<file path="config.mk">
export PLATFORM = sky130hd
export DESIGN_NAME = tta_ctrl
export DESIGN_NICKNAME = d
export VERILOG_FILES = /design/src/rtl/tta_pkg.sv /design/src/rtl/tta_ctrl.sv
export SDC_FILE = /design/constraint.sdc
export NUM_CORES = 1
export LEC_CHECK = 0
export BUFFER_PORTS_ARGS = -buffer_cell sky130_fd_sc_hd__buf_2
export CAP_MARGIN = 30
export CORE_UTILIZATION = 46
export DETAILED_ROUTE_END_ITERATION = 10
export PLACE_DENSITY = 0.84
export SLEW_MARGIN = 20
export SYNTH_ARGS = -nofsm -noshare
export SYNTH_HDL_FRONTEND = slang
export SYNTH_SLANG_ARGS = --single-unit
</file>
<file path="constraint.sdc">
create_clock -name clk -period 4.4 [get_ports clk]
set_input_delay 0.22 -clock clk [delete_from_list [all_inputs] [get_ports clk]]
set_output_delay 0.22 -clock clk [all_outputs]
set_load 0.005 [all_outputs]
</file>
<file path="src/rtl/tta_pkg.sv">
`default_nettype none
// ----------------------------------------------------------------------------
// tta_pkg
// Shared types and constants of the triangle tangent accumulator.
// ----------------------------------------------------------------------------
package tta_pkg;

	localparam int IDX_W = 10;

	typedef enum logic [1:0] {
		ACT_WRITE = 2'd0,
		ACT_TRI   = 2'd1,
		ACT_READ  = 2'd2,
		ACT_NONE  = 2'd3
	} action_t;

	typedef enum logic [1:0] {
		ST_OK     = 2'd0,
		ST_DEGEN  = 2'd1,
		ST_RANGE  = 2'd2,
		ST_UNUSED = 2'd3
	} status_t;

	// datapath operations issued by the controller
	typedef enum logic [3:0] {
		OP_NOP,
		OP_WRITE,
		OP_RD_A,
		OP_RD_B,
		OP_RD_C,
		OP_LAT_C,
		OP_MUL,
		OP_DET,
		OP_NUM,
		OP_DIV_START,
		OP_STORE_Q,
		OP_ACC_RD,
		OP_ACC_WR,
		OP_RD_SUMS,
		OP_LAT_SUMS
	} op_t;

	typedef struct packed {
		op_t        op;
		logic [2:0] sel;   // component or corner select
	} cmd_t;

	typedef struct packed {
		logic det_zero;
		logic div_busy;
	} sts_t;

endpackage : tta_pkg
`default_nettype wire

</file>
<file path="src/rtl/tta_ctrl.sv">
`default_nettype none
// ----------------------------------------------------------------------------
// tta_ctrl
// Sequencer: accepts an item, steps the datapath, holds the result register.
// ----------------------------------------------------------------------------
module tta_ctrl #(
	parameter int VERTEX_DEPTH = 1024
) (
	input  wire                 clk,
	input  wire                 arst_n,
	input  wire                 in_valid,
	output logic                in_ready,
	input  wire [1:0]           action,
	input  wire [9:0]           idx_a,
	input  wire [9:0]           idx_b,
	input  wire [9:0]           idx_c,
	output tta_pkg::cmd_t       cmd,
	input  wire tta_pkg::sts_t  sts,
	output logic                out_valid,
	input  wire                 out_ready,
	output logic [1:0]          status,
	output logic                show_sums
);
	import tta_pkg::*;

	typedef enum logic [3:0] {
		S_IDLE, S_RD_B, S_RD_C, S_LAT_C, S_MUL, S_DET, S_CHK,
		S_NUM, S_DSTART, S_DWAIT, S_STORE, S_ACC_RD, S_ACC_WAIT, S_ACC_WR,
		S_SUMS, S_OUT
	} state_t;

	state_t     state_q;
	logic [2:0] dir_q;   // direction/component counter
	logic [1:0] crn_q;   // corner counter
	logic [1:0] act_q;

	function automatic logic in_range(input logic [9:0] i);
		return 32'(i) < VERTEX_DEPTH;
	endfunction

	assign in_ready = (state_q == S_IDLE) && !out_valid;

	always_comb begin
		cmd.op  = OP_NOP;
		cmd.sel = 3'd0;
		unique case (state_q)
			S_RD_B:     cmd.op = OP_RD_B;
			S_RD_C:     cmd.op = OP_RD_C;
			S_LAT_C:    cmd.op = OP_LAT_C;
			S_MUL:      cmd.op = OP_MUL;
			S_DET:      cmd.op = OP_DET;
			S_NUM:      begin cmd.op = OP_NUM; cmd.sel = dir_q; end
			S_DSTART:   cmd.op = OP_DIV_START;
			S_STORE:    begin
				cmd.op  = OP_STORE_Q;
				cmd.sel = {dir_q[2], 2'(dir_q[1:0] + 2'd1)};
			end
			S_ACC_RD:   begin cmd.op = OP_ACC_RD; cmd.sel = {1'b0, crn_q}; end
			S_ACC_WR:   begin cmd.op = OP_ACC_WR; cmd.sel = {1'b0, crn_q}; end
			S_SUMS:     cmd.op = OP_LAT_SUMS;
			S_ACC_WAIT: begin cmd.op = OP_NOP; cmd.sel = 3'd0; end
			default:    ;
		endcase
		if (state_q == S_IDLE && in_valid && in_ready) begin
			if (action == ACT_TRI && in_range(idx_a) && in_range(idx_b) && in_range(idx_c))
				cmd.op = OP_RD_A;
			else if (action == ACT_WRITE && in_range(idx_a))
				cmd.op = OP_WRITE;
			else if (action == ACT_READ && in_range(idx_a))
				cmd.op = OP_RD_SUMS;
		end
		// sum reads during ACC_WAIT need the corner address held
		if (state_q == S_ACC_WAIT) cmd.sel = {1'b0, crn_q};
	end

	assign show_sums = (act_q == ACT_READ) && (status == ST_OK);

	always_ff @(posedge clk or negedge arst_n) begin
		if (!arst_n) begin
			state_q   <= S_IDLE;
			out_valid <= 1'b0;
			status    <= ST_OK;
			dir_q     <= '0;
			crn_q     <= '0;
			act_q     <= ACT_WRITE;
		end else begin
			if (out_valid && out_ready)
				out_valid <= 1'b0;
			unique case (state_q)
				S_IDLE: if (in_valid && in_ready) begin
					act_q  <= action;
					status <= ST_OK;
					unique case (action)
						ACT_WRITE: begin
							if (!in_range(idx_a)) status <= ST_RANGE;
							out_valid <= 1'b1;
						end
						ACT_READ: begin
							if (!in_range(idx_a)) begin
								status    <= ST_RANGE;
								out_valid <= 1'b1;
							end else
								state_q <= S_SUMS;
						end
						ACT_TRI: begin
							if (!(in_range(idx_a) && in_range(idx_b) && in_range(idx_c))) begin
								status    <= ST_RANGE;
								out_valid <= 1'b1;
							end else
								state_q <= S_RD_B;
						end
						default: out_valid <= 1'b1;
					endcase
				end
				S_RD_B:  state_q <= S_RD_C;
				S_RD_C:  state_q <= S_LAT_C;
				S_LAT_C: state_q <= S_MUL;
				S_MUL:   state_q <= S_DET;
				S_DET:   state_q <= S_CHK;
				S_CHK: begin
					if (sts.det_zero) begin
						status    <= ST_DEGEN;
						out_valid <= 1'b1;
						state_q   <= S_IDLE;
					end else begin
						dir_q   <= '0;
						state_q <= S_NUM;
					end
				end
				S_NUM:    state_q <= S_DSTART;
				S_DSTART: state_q <= S_DWAIT;
				S_DWAIT:  if (!sts.div_busy) state_q <= S_STORE;
				S_STORE: begin
					if (dir_q == 3'd6) begin
						crn_q   <= '0;
						state_q <= S_ACC_RD;
					end else begin
						dir_q   <= (dir_q[1:0] == 2'd2) ? 3'd4 : 3'(dir_q + 3'd1);
						state_q <= S_NUM;
					end
				end
				S_ACC_RD:   state_q <= S_ACC_WAIT;
				S_ACC_WAIT: state_q <= S_ACC_WR;
				S_ACC_WR: begin
					if (crn_q == 2'd2) begin
						out_valid <= 1'b1;
						state_q   <= S_IDLE;
					end else begin
						crn_q   <= crn_q + 2'd1;
						state_q <= S_ACC_RD;
					end
				end
				S_SUMS: begin
					out_valid <= 1'b1;
					state_q   <= S_IDLE;
				end
				default: state_q <= S_IDLE;
			endcase
		end
	end
endmodule : tta_ctrl
`default_nettype wire

</file>
==> qor.yml <==
rows: 17
multi_input_area_um2: 682
clkPwrFrac_pct: 9.6
cp-end-kind: "output pin"
antenna_found_initial: 0
synth_cell_type_count: 47
synth_edf_count: 0
yosys.area.top_type: "dfrtp_1"
p_leak_nw: 0.555
clock-sinks: 13
grt_max_degree: 26
pwr_density_cell_nw_per_um2: 685
hp-class: "input port to register"
hold_slack_ns: 0.205
clock_latency_ns: 0.29
comb_power_share_pct: 54.6
vias_per_cell: 5.96
cp_max_fo: 25
yosysSeqAreaShare_pct: 29.5
rsz0062_at_grt: "false"
synth_area_leaders: "dfrtp_1 (29%), ha_1 (7.9%), o21ai_0 (5.0%)"
drc: 0
grt_overflow: 0
nFillCells: 220
clkSlewWorstSetupHoldPaths_ns: 0.09
syn_inst: 132
vias: 1031
pin_count: 50
synth_flop_cell: "dfrtp_1"
fin_skew_ns: 0.00105
gp_congestion: 0.796
cap_viol_max_count: 0
timing.final.crit_period_ns: 2.44
swShare_pct: 48.4
yosysWarningCount: 0
placed_area_um2: 1170
finalSetupViolations: 0
outcome: "finished, final reports clean"
seq_power_share_pct: 35.8
p_int_uw: 426
clock.fmax_mhz: 409
setup_tns_ns: 0
routedWlPerCell_um: 14.1
p_switching_uw: 399
postRouteAntennaNets: 0
slew_violations: 0
path_class: "register to output pin"
io_buffers: 18
seq_area_um2: 325
synthToLayoutAreaGrowth_pct: 9.07
cts_tree: "built"
synth_area_um2: 1100
async_flop_share_pct: 100
final_cell_area_um2: 1200
dp_hpwl_mm: 1.78
clockBufferDepth: 2
grt_pass1_wl_mm: 4.06
synthesis.nets: 177
timing.final.crit_share_pct: 55.5
cts_resized: 0
htreeDepth: 1
root_buffer: "clkbuf_4"
cp.arrival_ns: 2.22
first_global_vias: 865
die_area_um2: 2600
initial_utilization_pct: 49.4
worstPathRequired_ns: 4.18
nets: 191
synth.top_cell.area_share_pct: 29.5
peakVddDrop_mv: 0.325
grt_use_total_pct: 21.3
drive_gt1_share_pct: 19.3
ys_ff_latch: 13
cts_inserted_buffers: 3
die_x_um: 51.0
drt_iter0_markers: 38
crit_path_start_kind: "register"
finalHoldViolations: 0
wirelength_mm: 2.43
max-slew-margin-rel_pct: 50.0
die_h_um: 51.0
tightest_slew_ns: 0.750
core-area_um2: 2230
dr.pass1.iters: 4
antenna_cells: 0
synth.avg_cell_area_um2: 8.36
-- synth_stat cells, drive strengths merged, types with 3 or more instances --
| cell type | number |
|---|---|
| nor2 | 9 |
| a31oi | 3 |
| dfrtp | 13 |
| nand2 | 13 |
| a21oi | 6 |
| nor2b | 5 |
| nand3 | 3 |
| buf | 8 |
| o21ai | 12 |
| ha | 7 |
| inv | 9 |
| nor3 | 3 |
-- placed cells by master, fill, tap and decap left out, types with 3 or more instances in the layout --
master / instances
nor2b_1: 5
o21ai_0: 11
ha_1: 7
nor3_1: 3
nand2_1: 12
inv_1: 9
dfrtp_1: 13
a31oi_1: 3
nand3_1: 3
a21oi_1: 6
nor2_1: 9
buf_2: 18
clkbuf_4: 3
-- sequential cells by signal, summed over array words and instances (netlist names) --
name / flops
act_q: 2
crn_q: 2
dir_q: 3
out_valid: 1
state_q: 4
status: 1
-- through the flow --
stage | utilization, % | cells | setup WS [ns] | total power [mW]
4_1_cts | 53.9 | 173 | 1.95 | 0.825
2_1_floorplan | - | 132 | 2.74 | 0.639
3_3_place_gp | 52.2 | 168 | 2.32 | 0.723
3_5_place_dp | 52.2 | 168 | 2.27 | 0.743
5_1_grt | 53.9 | 173 | 1.84 | 0.897
6_report | 53.9 | 173 | 1.96 | 0.825
-- worst paths after layout --
kind | start | end | slack (ns) | cells after the start
max in group asynchronous | arst_n | dir_q[1] | 3.81 | 2
min | sts[0] | state_q[3] | 0.21 | 3
min in group asynchronous | arst_n | out_valid | 0.36 | 2
min reg2reg | act_q[0] | act_q[0] | 0.50 | 2
max reg2reg | state_q[1] | dir_q[2] | 2.28 | 4
max | state_q[1] | cmd[6] | 1.96 | 5
-- power groups by stage --
stage          Combinational, mW  Sequential (mW)  Clock [mW]
6_report                   0.450            0.296      0.0790
3_5_place_dp               0.446            0.296           0
3_3_place_gp               0.431            0.292           0
5_1_grt                    0.501            0.311      0.0849
2_1_floorplan              0.433            0.206           0
4_1_cts                    0.451            0.295      0.0786
-- worst max-delay path, stage by stage, from the launching register on --
cell and delay (ns):
dfrtp_1 0.66, nor4_4 0.40, nand2_2 0.16, or4_4 0.45
o211ai_1 0.11, buf_2 0.15
-- timing repair --
item / in CTS / in global routing
hold buffers: 1 / 0
setup buffers: 0 / 0
endpoints found under the hold margin: 13 / 0
-- cells by family (layout without fill, tap and decap cells) --
group / after synthesis / after routing / synth area share (%)
adder cells (fa/ha/maj): 7 / 7 / 7.94
other: 1 / 1 / 0.340
AND/OR/NAND/NOR: 44 / 44 / 22.1
AO/OA/AOI/OAI: 44 / 44 / 27.8
buffers and inverters: 19 / 32 / 8.73
flip-flops: 13 / 13 / 29.5
XOR/XNOR: 2 / 2 / 1.59
multiplexers: 2 / 2 / 2.04
-- final cells by class --
| class | instances | share of cell area (%) |
|---|---|---|
| multi-input cells | 100 | 56.7 |
| clock inverters | 1 | 0.416 |
| well taps | 28 | 2.91 |
| clock buffers | 3 | 1.87 |
| flip-flops and latches | 13 | 27.0 |
| repair buffers | 19 | 8.32 |
| inverters | 9 | 2.81 |
-- routing by layer --
metal | wire [um] | vias up | global-route usage, % | share of wire, %
met5 | 0 | - | 0 | 0
met4 | 60 | 0 | 10.2 | 2.5
met3 | 75 | 9 | 3.57 | 3.1
met2 | 1170 | 23 | 32.5 | 48
met1 | 1130 | 491 | 28.9 | 46
li1 | - | 508 | - | -
Power figures use the tool's default switching activity.
